<file path="src/rtl/core/wprs_pkg.sv">
// ----------------------------------------------------------------------------
// Wireless pad receiver slots package
// Shared types, message codes and helper functions of the slot tracker.
// ----------------------------------------------------------------------------
`default_nettype none

package wprs_pkg;

    localparam int SlotBits = 3;
    localparam int SlotCount = 8;

    localparam logic [7:0] AxisLow = 8'h81;
    localparam logic [7:0] AxisHigh = 8'h7f;
    localparam logic [7:0] GamepadDevice = 8'h02;
    localparam logic [5:0] ReplyBytes = 6'd6;
    localparam logic [5:0] InputMinBytes = 6'd13;
    localparam logic [5:0] InfoMinBytes = 6'd3;
    localparam logic [5:0] InfoSetMinBytes = 6'd4;
    localparam logic [5:0] ZeroMinBytes = 6'd2;

    localparam logic [2:0] MsgInput = 3'd1;
    localparam logic [2:0] MsgInfo = 3'd3;
    localparam logic [2:0] MsgZeroState = 3'd6;

    localparam logic [7:0] SubNewSession = 8'h01;
    localparam logic [7:0] SubMarkGamepad = 8'h04;
    localparam logic [7:0] SubRelease = 8'h05;
    localparam logic [7:0] SubTypeA = 8'h0a;
    localparam logic [7:0] SubTypeB = 8'h0b;
    localparam logic [7:0] SubTypeC = 8'h0c;

    typedef enum logic [1:0] {
        OP_RECEIVED = 2'd0,
        OP_OUT_DONE = 2'd1,
        OP_POLL = 2'd2,
        OP_DISCONNECT = 2'd3
    } op_t;

    typedef enum logic [1:0] {
        KIND_PAD = 2'd0,
        KIND_RELEASED = 2'd1,
        KIND_ACTIVATE = 2'd2
    } kind_t;

    typedef enum logic [2:0] {
        CMD_INPUT = 3'd0,
        CMD_INFO_SET = 3'd1,
        CMD_MARK_PAD = 3'd2,
        CMD_RELEASE = 3'd3,
        CMD_ZERO_STATE = 3'd4,
        CMD_OUT_DONE = 3'd5,
        CMD_POLL = 3'd6,
        CMD_DISCONNECT = 3'd7
    } cmd_code_t;

    typedef struct packed {
        cmd_code_t code;
        logic [SlotBits-1:0] slot;
        logic [7:0] action;
        logic [2:0] system;
        logic [3:0] dpad;
        logic flag_a;
        logic flag_b;
    } cmd_t;

    typedef struct packed {
        kind_t kind;
        logic [SlotBits-1:0] slot;
        logic [7:0] action;
        logic [2:0] system;
        logic [3:0] dpad;
        logic last;
    } result_t;

    function automatic logic [SlotBits-1:0] lowest_slot(input logic [SlotCount-1:0] mask);
        logic [SlotBits-1:0] idx;
        idx = '0;
        for (int i = SlotCount - 1; i >= 0; i--) begin
            if (mask[i]) begin
                idx = SlotBits'(i);
            end
        end
        return idx;
    endfunction

endpackage

`default_nettype wire

</file>
<file path="src/rtl/core/wprs_front.sv">
// ----------------------------------------------------------------------------
// Wireless pad receiver slots front end
// Checks lengths, decodes message types and turns each event into a command.
// ----------------------------------------------------------------------------
`default_nettype none

module wprs_front
    import wprs_pkg::*;
#(
    parameter int MAX_REPORT_BYTES = 27
) (
    input  wire logic [1:0] op,
    input  wire logic [5:0] length,
    input  wire logic [7:0] byte0,
    input  wire logic [7:0] byte1,
    input  wire logic [7:0] byte2,
    input  wire logic [7:0] byte3,
    input  wire logic [7:0] byte4,
    input  wire logic [7:0] x_axis,
    input  wire logic [7:0] y_axis,
    input  wire logic [7:0] face_bits,
    input  wire logic [7:0] system_bits,
    input  wire logic       transfer_ok,
    output cmd_t            cmd,
    output logic            keep
);

    localparam logic [5:0] MaxLen = 6'(MAX_REPORT_BYTES);

    logic       len_ok;
    logic [2:0] msg_type;

    assign len_ok = transfer_ok && (length != 6'd0) && (length <= MaxLen);
    assign msg_type = byte0[2:0];

    always_comb begin
        cmd = '0;
        cmd.code = CMD_POLL;
        cmd.slot = byte1[2:0];
        keep = 1'b0;
        unique case (op_t'(op))
            OP_RECEIVED: begin
                if (len_ok) begin
                    priority if (msg_type == MsgInput) begin
                        cmd.code = CMD_INPUT;
                        cmd.slot = byte4[2:0];
                        cmd.action = face_bits;
                        cmd.system = system_bits[2:0];
                        cmd.dpad = {y_axis == AxisHigh, y_axis == AxisLow,
                                    x_axis == AxisHigh, x_axis == AxisLow};
                        keep = (length >= InputMinBytes);
                    end else if (msg_type == MsgInfo) begin
                        if (length >= InfoMinBytes) begin
                            priority if (byte2 == SubNewSession || byte2 == SubTypeA ||
                                         byte2 == SubTypeB || byte2 == SubTypeC) begin
                                cmd.code = CMD_INFO_SET;
                                cmd.flag_a = (byte2 == SubNewSession);
                                cmd.flag_b = (byte3 == GamepadDevice);
                                keep = (length >= InfoSetMinBytes);
                            end else if (byte2 == SubMarkGamepad) begin
                                cmd.code = CMD_MARK_PAD;
                                keep = 1'b1;
                            end else if (byte2 == SubRelease) begin
                                cmd.code = CMD_RELEASE;
                                keep = 1'b1;
                            end else begin
                                keep = 1'b0;
                            end
                        end
                    end else if (msg_type == MsgZeroState) begin
                        cmd.code = CMD_ZERO_STATE;
                        keep = (length >= ZeroMinBytes);
                    end else begin
                        keep = 1'b0;
                    end
                end
            end
            OP_OUT_DONE: begin
                cmd.code = CMD_OUT_DONE;
                cmd.flag_a = !transfer_ok || (length != ReplyBytes);
                keep = 1'b1;
            end
            OP_POLL: begin
                cmd.code = CMD_POLL;
                keep = 1'b1;
            end
            OP_DISCONNECT: begin
                cmd.code = CMD_DISCONNECT;
                keep = 1'b1;
            end
            default: begin
                keep = 1'b0;
            end
        endcase
    end

endmodule

`default_nettype wire

</file>
<file path="src/rtl/core/wprs_cmd_fifo.sv">
// ----------------------------------------------------------------------------
// Wireless pad receiver slots command queue
// Four-entry queue that decouples the front end from the slot state engine.
// ----------------------------------------------------------------------------
`default_nettype none

module wprs_cmd_fifo
    import wprs_pkg::*;
(
    input  wire logic aclk,
    input  wire logic aresetn,
    input  wire logic push,
    input  wire cmd_t push_cmd,
    output logic      full,
    input  wire logic pop,
    output logic      not_empty,
    output cmd_t      head_cmd
);

    localparam int Depth = 4;
    localparam int PtrBits = $clog2(Depth);

    cmd_t               entry_reg [Depth];
    logic [PtrBits-1:0] wr_ptr_reg, wr_ptr_next;
    logic [PtrBits-1:0] rd_ptr_reg, rd_ptr_next;
    logic [PtrBits:0]   count_reg, count_next;

    assign full = (count_reg == (PtrBits+1)'(Depth));
    assign not_empty = (count_reg != '0);
    assign head_cmd = entry_reg[rd_ptr_reg];

    always_comb begin
        wr_ptr_next = wr_ptr_reg + PtrBits'(push);
        rd_ptr_next = rd_ptr_reg + PtrBits'(pop);
        count_next = count_reg + (PtrBits+1)'(push) - (PtrBits+1)'(pop);
    end

    always_ff @(posedge aclk) begin
        if (!aresetn) begin
            wr_ptr_reg <= '0;
            rd_ptr_reg <= '0;
            count_reg <= '0;
        end else begin
            wr_ptr_reg <= wr_ptr_next;
            rd_ptr_reg <= rd_ptr_next;
            count_reg <= count_next;
        end
    end

    always_ff @(posedge aclk) begin
        if (push) begin
            entry_reg[wr_ptr_reg] <= push_cmd;
        end
    end

endmodule

`default_nettype wire

</file>
<file path="src/rtl/core/wprs_back.sv">
// ----------------------------------------------------------------------------
// Wireless pad receiver slots state engine
// Holds the slot state, executes queued commands and drives the result register.
// ----------------------------------------------------------------------------
`default_nettype none

module wprs_back
    import wprs_pkg::*;
(
    input  wire logic aclk,
    input  wire logic aresetn,
    input  wire logic cmd_valid,
    input  wire cmd_t cmd,
    output logic      cmd_pop,
    output logic      res_valid,
    output result_t   res,
    input  wire logic res_ready
);

    logic [SlotCount-1:0] is_gamepad_reg, is_gamepad_next;
    logic [SlotCount-1:0] reported_reg, reported_next;
    logic [SlotCount-1:0] pending_reg, pending_next;
    logic                 in_flight_reg, in_flight_next;
    logic [SlotBits-1:0]  reply_slot_reg, reply_slot_next;
    logic                 res_valid_reg, res_valid_next;
    result_t              res_reg, res_next;

    logic                 go;
    logic                 emit;
    logic [SlotCount-1:0] slot_bit;
    logic [SlotCount-1:0] low_bit;
    logic [SlotBits-1:0]  low_slot;
    logic                 do_release;

    assign go = cmd_valid && (!res_valid_reg || res_ready);
    assign slot_bit = SlotCount'(1) << cmd.slot;
    assign res_valid = res_valid_reg;
    assign res = res_reg;

    always_comb begin
        is_gamepad_next = is_gamepad_reg;
        reported_next = reported_reg;
        pending_next = pending_reg;
        in_flight_next = in_flight_reg;
        reply_slot_next = reply_slot_reg;
        res_next = res_reg;
        emit = 1'b0;
        cmd_pop = go;
        do_release = 1'b0;
        low_slot = '0;
        low_bit = '0;

        if (go) begin
            res_next = '0;
            res_next.slot = cmd.slot;
            res_next.last = 1'b1;
            unique case (cmd.code)
                CMD_INPUT: begin
                    if ((is_gamepad_reg & slot_bit) != '0) begin
                        emit = 1'b1;
                        res_next.kind = KIND_PAD;
                        res_next.action = cmd.action;
                        res_next.system = cmd.system;
                        res_next.dpad = cmd.dpad;
                        reported_next = reported_reg | slot_bit;
                    end
                end
                CMD_INFO_SET: begin
                    do_release = cmd.flag_a ||
                                 (((is_gamepad_reg & slot_bit) != '0) != cmd.flag_b);
                    if (do_release) begin
                        emit = (reported_reg & slot_bit) != '0;
                        res_next.kind = KIND_RELEASED;
                        reported_next = reported_reg & ~slot_bit;
                        pending_next = pending_reg & ~slot_bit;
                    end
                    if (cmd.flag_b) begin
                        is_gamepad_next = is_gamepad_reg | slot_bit;
                    end else begin
                        is_gamepad_next = is_gamepad_reg & ~slot_bit;
                    end
                    if (cmd.flag_a && cmd.flag_b) begin
                        pending_next = pending_next | slot_bit;
                    end
                end
                CMD_MARK_PAD: begin
                    is_gamepad_next = is_gamepad_reg | slot_bit;
                end
                CMD_RELEASE: begin
                    emit = (reported_reg & slot_bit) != '0;
                    res_next.kind = KIND_RELEASED;
                    is_gamepad_next = is_gamepad_reg & ~slot_bit;
                    reported_next = reported_reg & ~slot_bit;
                    pending_next = pending_reg & ~slot_bit;
                end
                CMD_ZERO_STATE: begin
                    emit = (reported_reg & slot_bit) != '0;
                    res_next.kind = KIND_PAD;
                end
                CMD_OUT_DONE: begin
                    in_flight_next = 1'b0;
                    if (cmd.flag_a && is_gamepad_reg[reply_slot_reg]) begin
                        pending_next = pending_reg | (SlotCount'(1) << reply_slot_reg);
                    end
                end
                CMD_POLL: begin
                    if (!in_flight_reg && pending_reg != '0) begin
                        low_slot = lowest_slot(pending_reg);
                        emit = 1'b1;
                        res_next.kind = KIND_ACTIVATE;
                        res_next.slot = low_slot;
                        reply_slot_next = low_slot;
                        in_flight_next = 1'b1;
                        pending_next = pending_reg & ~(SlotCount'(1) << low_slot);
                    end
                end
                CMD_DISCONNECT: begin
                    low_slot = lowest_slot(reported_reg);
                    low_bit = SlotCount'(1) << low_slot;
                    emit = reported_reg != '0;
                    res_next.kind = KIND_RELEASED;
                    res_next.slot = low_slot;
                    res_next.last = (reported_reg & ~low_bit) == '0;
                    reported_next = reported_reg & ~low_bit;
                    cmd_pop = (reported_reg & ~low_bit) == '0;
                    if (cmd_pop) begin
                        is_gamepad_next = '0;
                        reported_next = '0;
                        pending_next = '0;
                        in_flight_next = 1'b0;
                        reply_slot_next = '0;
                    end
                end
                default: begin
                    emit = 1'b0;
                end
            endcase
        end

        if (emit) begin
            res_valid_next = 1'b1;
        end else if (res_ready) begin
            res_valid_next = 1'b0;
        end else begin
            res_valid_next = res_valid_reg;
        end
        if (!emit) begin
            res_next = res_reg;
        end
    end

    always_ff @(posedge aclk) begin
        if (!aresetn) begin
            is_gamepad_reg <= '0;
            reported_reg <= '0;
            pending_reg <= '0;
            in_flight_reg <= 1'b0;
            reply_slot_reg <= '0;
            res_valid_reg <= 1'b0;
        end else begin
            is_gamepad_reg <= is_gamepad_next;
            reported_reg <= reported_next;
            pending_reg <= pending_next;
            in_flight_reg <= in_flight_next;
            reply_slot_reg <= reply_slot_next;
            res_valid_reg <= res_valid_next;
        end
    end

    always_ff @(posedge aclk) begin
        res_reg <= res_next;
    end

endmodule

`default_nettype wire

</file>
<file path="src/rtl/core/wireless_pad_receiver_slots_core.sv">
// ----------------------------------------------------------------------------
// Wireless pad receiver slots core
// Tracks eight radio slots of a wireless gamepad receiver.
// ----------------------------------------------------------------------------
// Each event transfer on the s_ side is decoded by the front end in the cycle it is
// accepted and, if it can have any effect, queued in a four-entry command queue.
// The state engine executes one command per cycle whenever the result register is
// free or being drained; a disconnect instead stays at the head of the queue and
// releases the reported slots one result at a time until none is left. Results leave
// through a single output register; m_tlast marks the final result of an event.
`default_nettype none

module wireless_pad_receiver_slots_core
    import wprs_pkg::*;
#(
    parameter int MAX_REPORT_BYTES = 27
) (
    input  wire logic        aclk,
    input  wire logic        aresetn,
    input  wire logic        s_tvalid,
    output logic             s_tready,
    // length, byte0, byte1, byte2, byte3, byte4, x_axis, y_axis, face_bits,
    // system_bits, transfer_ok
    input  wire logic [79:0] s_tdata,
    // op
    input  wire logic [1:0]  s_tuser,
    output logic             m_tvalid,
    input  wire logic        m_tready,
    // slot, action_buttons, system_buttons, dpad
    output logic [23:0]      m_tdata,
    // kind
    output logic [1:0]       m_tuser,
    output logic             m_tlast
);

    cmd_t    dec_cmd;
    logic    dec_keep;
    logic    q_full;
    logic    q_valid;
    logic    q_pop;
    cmd_t    q_cmd;
    result_t res;

    assign s_tready = !q_full;

    wprs_front #(
        .MAX_REPORT_BYTES(MAX_REPORT_BYTES)
    ) u_front (
        .op         (s_tuser),
        .length     (s_tdata[5:0]),
        .byte0      (s_tdata[13:6]),
        .byte1      (s_tdata[21:14]),
        .byte2      (s_tdata[29:22]),
        .byte3      (s_tdata[37:30]),
        .byte4      (s_tdata[45:38]),
        .x_axis     (s_tdata[53:46]),
        .y_axis     (s_tdata[61:54]),
        .face_bits  (s_tdata[69:62]),
        .system_bits(s_tdata[77:70]),
        .transfer_ok(s_tdata[78]),
        .cmd        (dec_cmd),
        .keep       (dec_keep)
    );

    wprs_cmd_fifo u_queue (
        .aclk     (aclk),
        .aresetn  (aresetn),
        .push     (s_tvalid && s_tready && dec_keep),
        .push_cmd (dec_cmd),
        .full     (q_full),
        .pop      (q_pop),
        .not_empty(q_valid),
        .head_cmd (q_cmd)
    );

    wprs_back u_back (
        .aclk     (aclk),
        .aresetn  (aresetn),
        .cmd_valid(q_valid),
        .cmd      (q_cmd),
        .cmd_pop  (q_pop),
        .res_valid(m_tvalid),
        .res      (res),
        .res_ready(m_tready)
    );

    assign m_tdata = {6'd0, res.dpad, res.system, res.action, res.slot};
    assign m_tuser = res.kind;
    assign m_tlast = res.last;

endmodule

`default_nettype wire

</file>
<file path="config.mk">
export PLATFORM = sky130hd
export DESIGN_NAME = wireless_pad_receiver_slots_core
export DESIGN_NICKNAME = d
export VERILOG_FILES = /design/src/rtl/core/wprs_pkg.sv /design/src/rtl/core/wprs_front.sv /design/src/rtl/core/wprs_cmd_fifo.sv /design/src/rtl/core/wprs_back.sv /design/src/rtl/core/wireless_pad_receiver_slots_core.sv
export SDC_FILE = /design/constraint.sdc
export NUM_CORES = 1
export LEC_CHECK = 0
export ABC_CLOCK_PERIOD_IN_PS = 4600
export BUFFER_PORTS_ARGS = -buffer_cell sky130_fd_sc_hd__buf_2
export CAP_MARGIN = 20
export CORE_ASPECT_RATIO = 1.75
export CORE_UTILIZATION = 58
export DETAILED_ROUTE_END_ITERATION = 8
export GPL_TIMING_DRIVEN = 0
export PLACE_DENSITY = 0.83
export SLEW_MARGIN = 10
export SYNTH_ARGS = -nofsm -noshare
export SYNTH_HDL_FRONTEND = slang
export SYNTH_SLANG_ARGS = --single-unit
</file>
<file path="constraint.sdc">
create_clock -name aclk -period 4.6 [get_ports aclk]
set_input_delay 0.92 -clock aclk [delete_from_list [all_inputs] [get_ports aclk]]
set_output_delay 0.92 -clock aclk [all_outputs]
set_load 0.1 [all_outputs]
</file>
# ---- Yosys cells after proc, flatten, opt, wreduce, memory -nomap -nowiden
# Memory sizes are Yosys's and may differ from the RTL's. A register that Yosys moved wholly into a read port is not among the register bits.
# Cells that the tools add are included.
dict set report op_classes {
  add_sub_neg 4
  order_cmp 6
  n_eq_ne 32
  shift 4
  mux 85
  n_bitwise 14
  n_reduce_logical 43
}
# op count
set op_table {}
lappend op_table {{$mux 8} 11}
lappend op_table {{$mux 3} 29}
lappend op_table {{$pmux 8 s4} 2}
lappend op_table {{$and 8x8->8} 7}
lappend op_table {{$pmux 8 s5} 1}
lappend op_table {{$mux 18} 2}
lappend op_table {{$or 8x8->8} 4}
lappend op_table {{$reduce_bool 8->1} 4}
lappend op_table {{$shl 1x3->8 const A} 4}
lappend op_table {{$eq 8x4->1 const B} 3}
lappend op_table {{$not 8->8} 3}
lappend op_table {{$mux 1} 23}
lappend op_table {{$mux 23} 1}
lappend op_table {{$eq 3x3->1 const B} 6}
lappend op_table {{$eq 8x3->1 const B} 2}
lappend op_table {{$eq 8x7->1 const B} 2}
lappend op_table {{$eq 8x8->1 const B} 2}
lappend op_table {{$ge 6x2->1 const B} 2}
lappend op_table {{$mux 2} 6}
lappend op_table {{$pmux 3 s2} 2}
lappend op_table {{$pmux 3 s4} 1}
lappend op_table {{$reduce_and 4->1} 3}
lappend op_table {{$ne 2x1->1 const B} 5}
lappend op_table {{$eq 3x2->1 const B} 3}
lappend op_table {{other kinds (36)} 60}
dict set report word_totals {
  regBits 57
  ramBits 92
  inputBits 86
  out_inout_bits 29
  elab_cells 204
  memories 1
}
# memory words word_bits read_ports rd_ports_with_merged_regs write_ports line
set mem_list {}
lappend mem_list {u_queue.entry_reg 4 23 1 1 1 wprs_cmd_fifo.sv:23} ;# cmd_t entry_reg [Depth];

# ---- Logic depth before layout (Yosys ltp)
# Gate-level depths: netlist (run 1).
dict set report logic_depth {
  ltp_word 18
  mapped_depth 13
  depth_no_buf 12
}

# ---- By module
# Synthesis (run 1) repeated with hierarchy kept, for this count alone.
dict set report hier_totals {
  hier_cells 669
  area_unflattened_um2 7883.8
}
# module instances cells_each area_each_um2 seq_area_each_um2
set by_module_without_submodules {}
lappend by_module_without_submodules {wprs_cmd_fifo 1 154 3709.8 2902.8}
lappend by_module_without_submodules {wprs_back 1 425 3505.9 1211.2}
lappend by_module_without_submodules {wprs_front 1 81 606.8 0.0}
lappend by_module_without_submodules {wireless_pad_receiver_slots_core 1 9 61.3 0.0}

# ---- Worst setup path before layout (run 1)
# OpenSTA, ideal clock, no wires.
dict set report synth_path {
  path_kind {input-to-reg}
  startpoint {input s_tdata[27]}
  endpoint {memory u_queue.entry_reg[0][0] (netlist bit) (enable)}
  t_arrival_ns 3.782
  required_time_ns 4.168
  slack_ns 0.386
  stages 6
  path_cell_list {nor4_1 -> o21ai_0 -> a211o_1 -> a21oi_1 -> o311ai_1 -> nor3_1}
}
dict set report synth_between {
  elab_chain_len 13
  word_cells_on_any_way 20
  classes_between {eq/ne (6); mux (10); reduce/logical (4)}
}
# element line
set synth_lines {}
lappend synth_lines {{from (decl)} wireless_pad_receiver_slots_core.sv:24} ;# input wire logic [79:0] s_tdata,
lappend synth_lines {{$eq 8x1->1 or $eq 8x4->1 (tied branches)} wprs_front.sv:54} ;# priority if (byte2 == SubNewSession || byte2 == SubTypeA ||
lappend synth_lines {{$logic_or 1x1->1 (2 in series)} wprs_front.sv:54}
lappend synth_lines {{$logic_or 1x1->1} wprs_front.sv:55} ;# byte2 == SubTypeB || byte2 == SubTypeC) begin
lappend synth_lines {{$mux 1 (*)} wprs_front.sv:54}
lappend synth_lines {{$mux 1 (*)} wprs_front.sv:53} ;# if (length >= InfoMinBytes) begin
lappend synth_lines {{$mux 1 (*)} wprs_front.sv:52} ;# end else if (msg_type == MsgInfo) begin
lappend synth_lines {{$mux 1 (*)} wprs_front.sv:44} ;# priority if (msg_type == MsgInput) begin
lappend synth_lines {{$mux 1 (*)} wprs_front.sv:43} ;# if (len_ok) begin
lappend synth_lines {{$pmux 1 s2 (*)} wprs_front.sv:41} ;# unique case (op_t'(op))
lappend synth_lines {{$logic_and 1x1->1 (*)} wireless_pad_receiver_slots_core.sv:68} ;# .push (s_tvalid && s_tready && dec_keep),
lappend synth_lines {{$mux 1 (*)} wprs_cmd_fifo.sv:51} ;# if (push) begin
lappend synth_lines {{$mux 1 (not written as such) (*)} wprs_cmd_fifo.sv:52} ;# entry_reg[wr_ptr_reg] <= push_cmd;
lappend synth_lines {{to (decl)} wprs_cmd_fifo.sv:23}
# Every way passes the cells marked *; elsewhere a longest branch is shown, timed or not.

# ---- Final worst setup path (run 1)
dict set report layout_path {
  startpoint {register u_back.reported_reg[1]}
  endpoint {register u_queue.count_reg[2]}
}
dict set report layout_between {
  elab_chain_len 11
}
# element line
set layout_lines {}
lappend layout_lines {{from (decl)} wprs_back.sv:21} ;# logic [SlotCount-1:0] reported_reg, reported_next;
lappend layout_lines {{from (signal assigned)} wprs_back.sv:162} ;# reported_reg <= reported_next;
lappend layout_lines {{$mux 3 (2 in series)} wprs_pkg.sv:79} ;# if (mask[i]) begin
lappend layout_lines {{$mux 3} wprs_back.sv:57} ;# unique case (cmd.code)
lappend layout_lines {{$mux 3} wprs_back.sv:53} ;# if (go) begin
lappend layout_lines {{$shl 1x3->8} wprs_back.sv:119} ;# low_bit = SlotCount'(1) << low_slot;
lappend layout_lines {{$not 8->8} wprs_back.sv:125} ;# cmd_pop = (reported_reg & ~low_bit) == '0;
lappend layout_lines {{$and 8x8->8 (*)} wprs_back.sv:125}
lappend layout_lines {{$logic_not 8->1 (*)} wprs_back.sv:125}
lappend layout_lines {{$mux 1 (*)} wprs_back.sv:57}
lappend layout_lines {{$mux 1 (*)} wprs_back.sv:53}
lappend layout_lines {{$sub 3x1->3 (*)} wprs_cmd_fifo.sv:35} ;# count_next = count_reg + (PtrBits+1)'(push) - (PtrBits+1)'(pop);
lappend layout_lines {{to (signal assigned)} wprs_cmd_fifo.sv:46} ;# count_reg <= count_next;
lappend layout_lines {{to (decl)} wprs_cmd_fifo.sv:26} ;# logic [PtrBits:0] count_reg, count_next;
# Every way passes the cells marked *; elsewhere a longest branch is shown, timed or not. The select of a mux whose other input is x is not followed.
# A chain may end at the register's enable or synchronous reset.

==> flow_summary.yaml, run 1 <==
clocking:
  htree_num_levels: 4
  postCtsSetupBuffers: 0
  clockBufferDepth: 2
  hold_buffers: 0
  cts_tree: "done"
  cts_resized: 0
  root_buffer: "clkbuf_16"
  insertion_delay_ns: 0.44
  clk_pin_slew_ns: 0.07
  clock-sinks: 149
  numCtsBuffers: 17
place:
  post-place-ws_ns: 0.226
  portBuffers: 87
  globalplace.congestion: 0.990
  dp_cells: 938
  hpwlAfterDp_um: 16600
die:
  coreArea_mm2: 0.0130
  die_w_um: 89.5
  io_pins: 115
  initial_core_util: 0.597
  die-area_mm2: 0.0139
  die_h_um: 155
  rows: 55
timing:
  rsz0062_at_grt: "no"
  setup_violations: 0
  worst_slew_pin_slew_ns: 0.952
  timing.fmax_mhz: 259
  slew_headroom: 0.365
  holdWs_ns: 0.511
  setup_slack_ns: 0.742
  finClkSkew_ns: 0.0150
  slew_violations: 0
  post-route-min-period_ns: 3.86
  period_share: 0.839
  fin_setup_tns_ns: 0
  hold_viol: 0
worst_hold_path:
  hold_path.class: "reg2reg"
yosys:
  syn_area_mm2: 0.00777
  synth_edf_count: 113
  ys_seq_area_frac: 0.530
  ys_ff_latch: 149
  synthTopCellsByArea: "edfxtp_1 (44%), dfxtp_1 (9.3%), mux4_2 (7.8%)"
  synth_cell_types: 82
  ys_warn_count: 0
  async_flop_share: 0
  synthFlopType: "edfxtp_1"
  yosysTopAreaCell: "edfxtp_1"
  synth_top_area_share: 0.437
  synth_cells: 666
  syn-mean-instance-area_um2: 11.7
detailed_routing:
  final_antenna_net_count: 0
  routed_wl_um: 23500
  dr.pass1.iters: 7
  num_vias: 6397
  wl_per_cell_um: 24.2
  vias_per_cell: 6.59
  drc: 0
  drt_iter0_markers: 438
pwr:
  total_power_mw: 6.02
  ir_worst_vdd_v: 0.000445
  p_leak_nw: 3.14
  power_density_mw_per_mm2: 656
worst_setup_path:
  cp.arrival_ns: 4.15
  cpPeakStageDelay_ns: 0.55
  cp_common_cell: "xnor2_1"
  cpLargestDelayFamily: "simple AND/OR/NAND/NOR gates"
  endpoint_kind: "register"
  critPathKind: "reg2reg"
  cp.required_ns: 4.90
  slowest_stage: "o21ai_2"
  path_max_fanout: 9
  worstPathCellList: "buf_2 -> or4_1 -> clkbuf_1 -> nor3_1 -> a211oi_1 -> o21ai_2 -> nand2_1 -> xor2_1 -> ha_1 -> fa_1 -> xnor2_1 -> xnor2_1 -> nor2_1"
  path_buf_inv: 2
  startpoint_type: "register"
global_route:
  track_usage: 0.362
  grt_pass1_vias: 6559
  grt_pass1_wl_um: 35600
  grt_max_degree: 22
  grt_antenna_before_repair: 0
  overflow: 0
layout:
  antenna_cells: 0
  fin_cells: 971
  fin_nets: 876
  syn_to_final_growth_pct: 18.0
  layout-drive-gt1-share: 0.261
outcome:
  status: "finished, final reports clean"
job:
  cap_viol_max_count: 0
==> metrics by stage <==
| step | utilization | area, um2 |
|---|---|---|
| 2_1_floorplan | - | 7780 |
| 3_3_place_gp | 0.648 | 8430 |
| 3_5_place_dp | 0.657 | 8540 |
| 4_1_cts | 0.704 | 9160 |
| 5_1_grt | 0.705 | 9160 |
| 6_report | 0.705 | 9160 |
==> worst paths after layout <==
| kind | to | from | slack (ns) | cells after the start |
|---|---|---|---|---|
| max | u_queue.count_reg[2] | u_back.reported_reg[1] | 0.74 | 13 |
| min | register | register | 0.51 | 2 |
| max reg2reg | u_queue.count_reg[2] | u_back.reported_reg[1] | 0.74 | 13 |
| min reg2reg | register | register | 0.51 | 2 |
==> synth_stat cells (all sizes together) (8+ instances only) <==
cell and count:
nor2b 23, clkbuf 23, mux4 27, buf 22
nor2 52, nand3 14, dfxtp 36, nor3 22
o211ai 10, and2 22, or3 8, a21oi 32
edfxtp 113, o21ai 44, mux2i 12, nand2 43
inv 10, nand2b 13, nor4 10, a31oi 9
==> cell usage in the layout, fill, tap and decap left out, drive strengths merged, types with 8 or more instances in the layout <==
| master | count |
|---|---|
| a21oi | 32 |
| mux4 | 27 |
| clkbuf | 41 |
| o21ai | 44 |
| nor2 | 52 |
| dfxtp | 36 |
| o211ai | 10 |
| buf | 118 |
| a31oi | 9 |
| nand3 | 14 |
| nand2 | 43 |
| mux2i | 12 |
| nor4 | 10 |
| nor2b | 23 |
| nor3 | 22 |
| and2 | 22 |
| inv | 16 |
| nand2b | 13 |
| or3 | 8 |
| edfxtp | 113 |
==> layer usage <==
layer,share of wire,global-route usage,vias to the layer above
li1,-,-,2809
met1,0.32,0.368,3079
met2,0.55,0.646,386
met3,0.058,0.0679,123
met4,0.073,0.249,0
met5,0,0,-
==> worst register-to-register path: cells and delay by family, from the launching register on <==
kind / cells / cell delay, ns
AND/OR/NAND/NOR: 4 / 1.14
AO/OA/AOI/OAI: 2 / 0.70
adder cells (fa/ha/maj): 2 / 0.66
XOR/XNOR: 3 / 0.55
buffers and inverters: 2 / 0.36
flip-flops: 1 / 0.30
==> cell families (layout without fill, tap and decap cells) <==
logic type | after synthesis | after routing | share of synthesized area
simple gates | 243 | 243 | 0.169
buf+inv | 56 | 185 | 0.0366
xor+xnor | 6 | 6 | 0.00677
compound gates | 163 | 163 | 0.145
mux | 45 | 45 | 0.107
other cells | 1 | 6 | 0.000483
flops | 149 | 149 | 0.530
fa+ha+maj | 3 | 3 | 0.00580
==> power breakdown <==
group | switching, mW | leakage, nW | total (mW) | internal (mW)
clock | 0.652 | 0.293 | 1.43 | 0.782
sequential | 0.0811 | 1.30 | 1.72 | 1.64
combinational | 1.98 | 1.55 | 2.87 | 0.886
==> layout make-up <==
class | count | area (um2)
fillers | 894 | 3840
repair buffers | 97 | 508
clock inverters | 15 | 190
plain buffers | 45 | 243
well taps | 171 | 214
multi-input cells | 466 | 3430
inverters | 11 | 41.3
flip-flops and latches | 149 | 4110
clock buffers | 17 | 425
No activity file was read; power rests on OpenSTA's default activity.
==> inputs of run 2 (changes only) <==
--- a/config.mk
+++ b/config.mk
@@ -5,14 +5,15 @@
 export SDC_FILE = /design/constraint.sdc
 export NUM_CORES = 1
 export LEC_CHECK = 0
-export ABC_CLOCK_PERIOD_IN_PS = 4600
+export ABC_AREA = 1
+export ABC_CLOCK_PERIOD_IN_PS = 3200
 export BUFFER_PORTS_ARGS = -buffer_cell sky130_fd_sc_hd__buf_2
 export CAP_MARGIN = 20
 export CORE_ASPECT_RATIO = 1.75
-export CORE_UTILIZATION = 58
+export CORE_UTILIZATION = 52
 export DETAILED_ROUTE_END_ITERATION = 8
 export GPL_TIMING_DRIVEN = 0
-export PLACE_DENSITY = 0.83
+export PLACE_DENSITY = 0.79
 export SLEW_MARGIN = 10
 export SYNTH_ARGS = -nofsm -noshare
 export SYNTH_HDL_FRONTEND = slang
==> constraint.sdc (replaced) <==
create_clock -name aclk -period 3.2 [get_ports aclk]
set_input_delay 0.64 -clock aclk [delete_from_list [all_inputs] [get_ports aclk]]
set_output_delay 0.64 -clock aclk [all_outputs]
set_load 0.1 [all_outputs]
==> run 2 against run 1 <==
Effect of this change:
- register-to-register slack got worse by 0.62 ns
- clock skew is 0.0040 ns lower
- sequential power rose by 59%
- sequential share of layout area shrank 0.64 points
- critical endpoint is now u_back.res[10]
- combinational power up 99%
- first-iteration DRC count up 5.3%
- highest routed layer unchanged
- largest cell class unchanged
- via count grew 14%
- power up 76%
- die area rose by 13%
- core utilization fell by 7.8 points
==> flow_summary.yaml, run 2 <==
yosys:
  synth_compound_area_frac: 0.123
  synth_xor_area_frac: 0.00333
  synthFlopType: "edfxtp_1"
  ys_warn_count: 0
  synth_cell_types: 42
  ys_ff_latch: 149
  synthAdderAreaFrac: 0.00571
  synth_cells: 964
  async_flop_share: 0
  synthMuxAreaShare: 0
  syn-mean-instance-area_um2: 8.19
  synthTopCellsByArea: "edfxtp_1 (43%), nand2_1 (10%), dfxtp_1 (9.1%)"
  synth_top_area_share: 0.430
  synth.cells.most_frequent: "nand2_1 (213), nor2_1 (162), edfxtp_1 (113), inv_1 (97), o21ai_0 (74)"
  syn_area_mm2: 0.00789
  synth_top_family_by_area: "simple AND/OR/NAND/NOR gates"
  yosysMostFrequentCell: "nand2_1"
  yosys.area_share.simple: 0.271
  yosysTopAreaCell: "edfxtp_1"
  synth_edf_count: 113
  ys_seq_area_frac: 0.521
die:
  die_h_um: 165
  initial_core_util: 0.532
  io_pins: 115
  die_w_um: 95.1
  coreArea_mm2: 0.0148
  die-area_mm2: 0.0157
  rows: 59
worst_setup_path:
  worstPathCellList: "inv_2 -> buf_6 -> nand2_1 -> nand3_1 -> nand2_2 -> inv_2 -> nand3_1 -> nand2_1 -> nor2_2 -> nand2_2 -> nand2_2 -> nand3_2 -> buf_6 -> nand3_1 -> nand3_1 -> nand2_1 -> clkinvlp_4"
  startpoint: "u_queue.rd_ptr_reg[0]"
  r2r_slack_ns: 0.12
  slowest_stage: "dfxtp_1"
  rr_startpoint: "u_queue.rd_ptr_reg[0]"
  timing.rr.end: "u_back.res[10]"
  path_max_fanout: 10
  startpoint_type: "register"
  worstRegToRegCells: 17
  critPathKind: "reg2reg"
  path_buf_inv: 5
  cp.arrival_ns: 3.19
  endpoint_kind: "register"
  cpLargestDelayFamily: "simple AND/OR/NAND/NOR gates"
  cpPeakStageDelay_ns: 0.46
  cp.required_ns: 3.32
  cp_common_cell: "nand3_1"
layout:
  seq_area_mm2: 0.00411
  n_fill_cell: 1243
  multi_input_area_mm2: 0.00326
  antenna_cells: 0
  final_common_cell: "nand2_1"
  mostFrequentLayoutCells: "nand2_1 (213), nor2_1 (158), edfxtp_1 (113), inv_1 (96), buf_2 (90)"
  layout-drive-gt1-share: 0.175
  fin_nets: 1167
  fin_cells: 1274
  syn_to_final_growth_pct: 17.8
detailed_routing:
  drc: 0
  vias_per_cell: 5.72
  routed_wl_um: 22000
  dr.pass1.iters: 6
  num_vias: 7286
  final_antenna_net_count: 0
  wl_per_cell_um: 17.3
  drt_iter0_markers: 461
outcome:
  status: "finished, final reports clean"
place:
  dp_cells: 1238
  portBuffers: 86
  globalplace.congestion: 1.00
  hpwlAfterDp_um: 15600
  post-place-ws_ns: -0.408
timing:
  worst_slew_pin_slew_ns: 0.915
  period_share: 0.961
  timing.fmax_mhz: 325
  post-route-min-period_ns: 3.08
  slew_headroom: 0.385
  hold_viol: 0
  rsz0062_at_grt: "no"
  setup_violations: 0
  setup_slack_ns: 0.124
  slew_violations: 0
  finClkSkew_ns: 0.0110
clocking:
  hold_buffers: 0
  clk_pin_slew_ns: 0.07
  insertion_delay_ns: 0.43
  clockBufferDepth: 2
  clock-sinks: 149
  htree_num_levels: 4
  numCtsBuffers: 17
  cts_tree: "done"
  root_buffer: "clkbuf_16"
global_route:
  grt_max_degree: 24
  grt_pass1_wl_um: 33300
  grt_antenna_before_repair: 0
  track_usage: 0.290
  overflow: 0
  grt_pass1_vias: 6836
worst_hold_path:
  hold_path_depth: 2
  hold_path.class: "reg2reg"
pwr:
  power_density_mw_per_mm2: 1140
  ir_worst_vdd_v: 0.000773
  p_leak_nw: 3.82
  total_power_mw: 10.6
job:
  cap_viol_max_count: 0
==> run 2: cell count changes after synthesis, moves of 11 or more <==
cell / delta
nand2_1: +171
mux4_2: -27
nand2_2: +15
nor2_1: +110
nand3_1: +43
o21ai_0: +38
inv_1: +87
and2_1: -21
nor3_1: -11
inv_2: +14
a21oi_1: +24
nor2b_1: -21
nand2b_1: -13
==> run 2: routing by layer <==
metal  global-route usage  vias to the layer above  routed length, um
met2                0.514                      368              11500
met4                0.223                        0               1590
met5                    0                        -                  0
li1                     -                     3449                  -
met1                0.290                     3353               7410
met3               0.0576                      116               1470
==> run 2: kinds of logic after synthesis <==
kind of cell	Yosys count
buf+inv	141
simple gates	495
fa+ha+maj	3
compound gates	172
flops	149
other cells	1
xor+xnor	3
==> run 2: worst max-delay path by stage <==
stage | end | cells past startpoint
floorplan | u_queue.entry_reg[2][0] | 11
finish | u_back.res[10] | 17
global placement | u_queue.entry_reg[2][12] | 12
global route | u_back.res[6] | 17
detailed placement | u_queue.count_reg[2] | 17
CTS | u_queue.count_reg[2] | 17
==> run 2: repair_timing <==
| action | CTS | global route |
|---|---|---|
| cloned | 1 | 0 |
| setup endpoints to repair | 22 | 84 |
| setup buffers | 1 | 2 |
| gates resized for setup | 2 | 3 |
| pin swaps | 1 | 0 |
==> run 2: area by class of cell <==
type | count | area share
repair buffers | 89 | 0.0487
multi-input cells | 679 | 0.350
repair inverters | 1 | 0.000808
flip-flops and latches | 149 | 0.443
inverters | 111 | 0.0452
clock buffers | 17 | 0.0458
clock inverters | 15 | 0.0230
plain buffers | 30 | 0.0191
well taps | 183 | 0.0246
==> run 2: tightest hold or removal path: cells and delay by family, from the launching register on <==
family	cells	cell delay, ns
flops	1	0.32
simple gates	2	0.15
==> run 2: stage by stage <==
| stage | hold WS, ns | TNS (ns) | utilization | area, um2 |
|---|---|---|---|---|
| global placement | 0.480 | -84.08 | 0.578 | 8580 |
| floorplan | 0.455 | -6.82 | - | 7920 |
| detailed placement | 0.499 | -29.99 | 0.580 | 8600 |
| global route | 0.540 | 0 | 0.627 | 9300 |
| finish | 0.506 | 0 | 0.627 | 9300 |
| CTS | 0.509 | 0 | 0.624 | 9260 |
==> run 2: power by group <==
group / internal [mW] / switching [mW] / total (mW)
combinational: 1.38 / 4.32 / 5.70
sequential: 2.53 / 0.199 / 2.73
clock: 1.27 / 0.895 / 2.16
==> inputs of run 3 (changes only) <==
--- a/config.mk
+++ b/config.mk
@@ -5,7 +5,6 @@
 export SDC_FILE = /design/constraint.sdc
 export NUM_CORES = 1
 export LEC_CHECK = 0
-export ABC_AREA = 1
 export ABC_CLOCK_PERIOD_IN_PS = 3200
 export BUFFER_PORTS_ARGS = -buffer_cell sky130_fd_sc_hd__buf_2
 export CAP_MARGIN = 20
==> run 3 against run 2 <==
Effect of this change:
- core utilization grew 2.3 points
- design area grew 1.4%
- setup slack lost 0.090 ns
- power shrank 17%
- sequential power shrank 9.5%
- critical path depth shrank 4
- clock-buffer cell count is the same
- non-clock buffer count grew 30
- die area shrank 1.6%
- largest cell class unchanged
==> flow_summary.yaml, run 3 (same netlist as run 1, synthesis figures left out) <==
global_route:
  grt_max_degree: 19
  track_usage: 0.326
  overflow: 0
  grt_pass1_vias: 6511
  grt_pass1_wl_um: 36000
  grt_antenna_before_repair: 0
detailed_routing:
  drc: 0
  vias_per_cell: 6.40
  final_antenna_net_count: 0
  num_vias: 6325
  drt_iter0_markers: 428
  dr.pass1.iters: 7
  wl_per_cell_um: 24.1
  routed_wl_um: 23800
timing:
  rsz0062_at_grt: "yes"
  setup_violations: 0
  slew_violations: 0
  slew_headroom: 0.439
  hold_viol: 0
  finClkSkew_ns: 0.0133
  timing.fmax_mhz: 316
  worst_slew_pin_slew_ns: 0.834
  period_share: 0.989
  setup_slack_ns: 0.0336
  post-route-min-period_ns: 3.17
clocking:
  htree_num_levels: 4
  numCtsBuffers: 17
  insertion_delay_ns: 0.43
  clock-sinks: 149
  cts_tree: "done"
  clk_pin_slew_ns: 0.08
  clockBufferDepth: 2
  root_buffer: "clkbuf_16"
layout:
  fin_nets: 884
  mostFrequentLayoutCells: "edfxtp_1 (113), buf_2 (93), nor2_1 (51), nand2_1 (40), dfxtp_1 (36)"
  antenna_cells: 0
  layout-drive-gt1-share: 0.287
  final_common_cell: "edfxtp_1"
  syn_to_final_growth_pct: 21.3
pwr:
  netSwitchingPower_mw: 4.00
  combPwrFrac: 0.493
  clkPwrFrac: 0.227
  ir_worst_vdd_v: 0.000561
  intPower_mw: 4.83
  pwr-share-seq: 0.280
  switching_share: 0.453
  power_density_mw_per_mm2: 937
  p_leak_nw: 3.24
  total_power_mw: 8.83
worst_setup_path:
  cp.arrival_ns: 3.47
  endpoint_kind: "register"
  slowest_stage: "fa_1"
  critPathKind: "reg2reg"
  cpPeakStageDelay_ns: 0.41
  startpoint_type: "register"
  worstPathCellList: "buf_4 -> buf_2 -> mux2i_1 -> mux2_4 -> nor2_1 -> o21ai_4 -> nand2_4 -> xor2_1 -> ha_1 -> fa_1 -> xnor2_1 -> xnor2_1 -> nor2_1"
  path_max_fanout: 10
  path_buf_inv: 2
  cp.required_ns: 3.50
  cpLargestDelayFamily: "adder cells"
job:
  cap_viol_max_count: 0
outcome:
  status: "finished, final reports clean"
die:
  die-area_mm2: 0.0154
  io_pins: 115
  die_h_um: 164
  initial_core_util: 0.535
  die_w_um: 94.4
  coreArea_mm2: 0.0145
  rows: 58
place:
  portBuffers: 87
  globalplace.congestion: 1.01
  hpwlAfterDp_um: 17000
  post-place-ws_ns: -0.640
worst_hold_path:
  hold_path.class: "reg2reg"
-- run 3: changes by cell type in the layout (fill, tap and decap cells not counted), sizes merged, moves of 23 or more --
cell | previous run | this run
inv | 117 | 19
o21ai | 76 | 44
a21oi | 56 | 32
mux4 | 0 | 27
nand2 | 228 | 43
nand3 | 62 | 14
nor2 | 172 | 52
nor2b | 0 | 23
-- run 3: stage by stage --
| step | hold slack [ns] | cell area (um2) | setup TNS (ns) | utilization | std cells |
|---|---|---|---|---|---|
| final | 0.512 | 9420 | 0 | 0.649 | 988 |
| after global routing | 0.545 | 9420 | -0.140 | 0.649 | 988 |
| after CTS | 0.507 | 9320 | -0.0268 | 0.642 | 978 |
| after detailed placement | 0.498 | 8600 | -23.11 | 0.592 | 943 |
| after global placement | 0.494 | 8500 | -144.59 | 0.586 | 938 |
| after floorplan | 0.469 | 7840 | -4.77 | - | 671 |
-- run 3: timing repair --
| action | CTS | global route |
|---|---|---|
| hold buffers | 0 | 0 |
| gates resized for setup | 13 | 12 |
| pin swaps | 4 | 5 |
| setup buffers | 5 | 10 |
| endpoints found under the setup margin | 24 | 73 |
| cloned | 1 | 0 |
-- run 3: cell type report --
type,instances,area [um2]
Inverter,11,41.3
Clock buffer,17,425
Multi-Input combinational cell,467,3560
Clock inverter,15,175
Tap cell,180,225
Fill cell,1110,5090
Sequential cell,149,4110
Timing Repair Buffer,107,641
Buffer,42,236
-- run 3: final timing paths --
check,depth (start not counted),from,slack [ns],end
worst max register to register,13,u_queue.rd_ptr_reg[1],0.03,u_queue.count_reg[2]
worst max-delay path,13,u_queue.rd_ptr_reg[1],0.03,u_queue.count_reg[2]
worst min-delay path,2,register,0.51,register
worst min register to register,2,register,0.51,register
-- run 3: power groups by stage --
stage / registers [mW] / clock network [mW] / logic, mW
2_1_floorplan: 2.99 / 0 / 2.47
3_3_place_gp: 2.49 / 0 / 3.91
3_5_place_dp: 2.51 / 0 / 4.00
4_1_cts: 2.47 / 2.02 / 4.18
5_1_grt: 2.49 / 2.09 / 4.60
6_report: 2.47 / 2.00 / 4.36
-- run 3: worst reg2reg max path: stages, from the launching register on --
cell and delay [ns]:
dfxtp_1 0.32, buf_4 0.19, buf_2 0.32, mux2i_1 0.15, mux2_4 0.37, nor2_1 0.26
o21ai_4 0.16, nand2_4 0.17, xor2_1 0.09, ha_1 0.24, fa_1 0.41, xnor2_1 0.18
xnor2_1 0.14, nor2_1 0.06
-- run 3: layer usage --
metal | global-route usage | up-vias | wire [um]
li1 | - | 2825 | -
met1 | 0.317 | 3060 | 7900
met2 | 0.579 | 325 | 12900
met3 | 0.0684 | 115 | 1180
met4 | 0.262 | 0 | 1840
met5 | 0 | - | 0
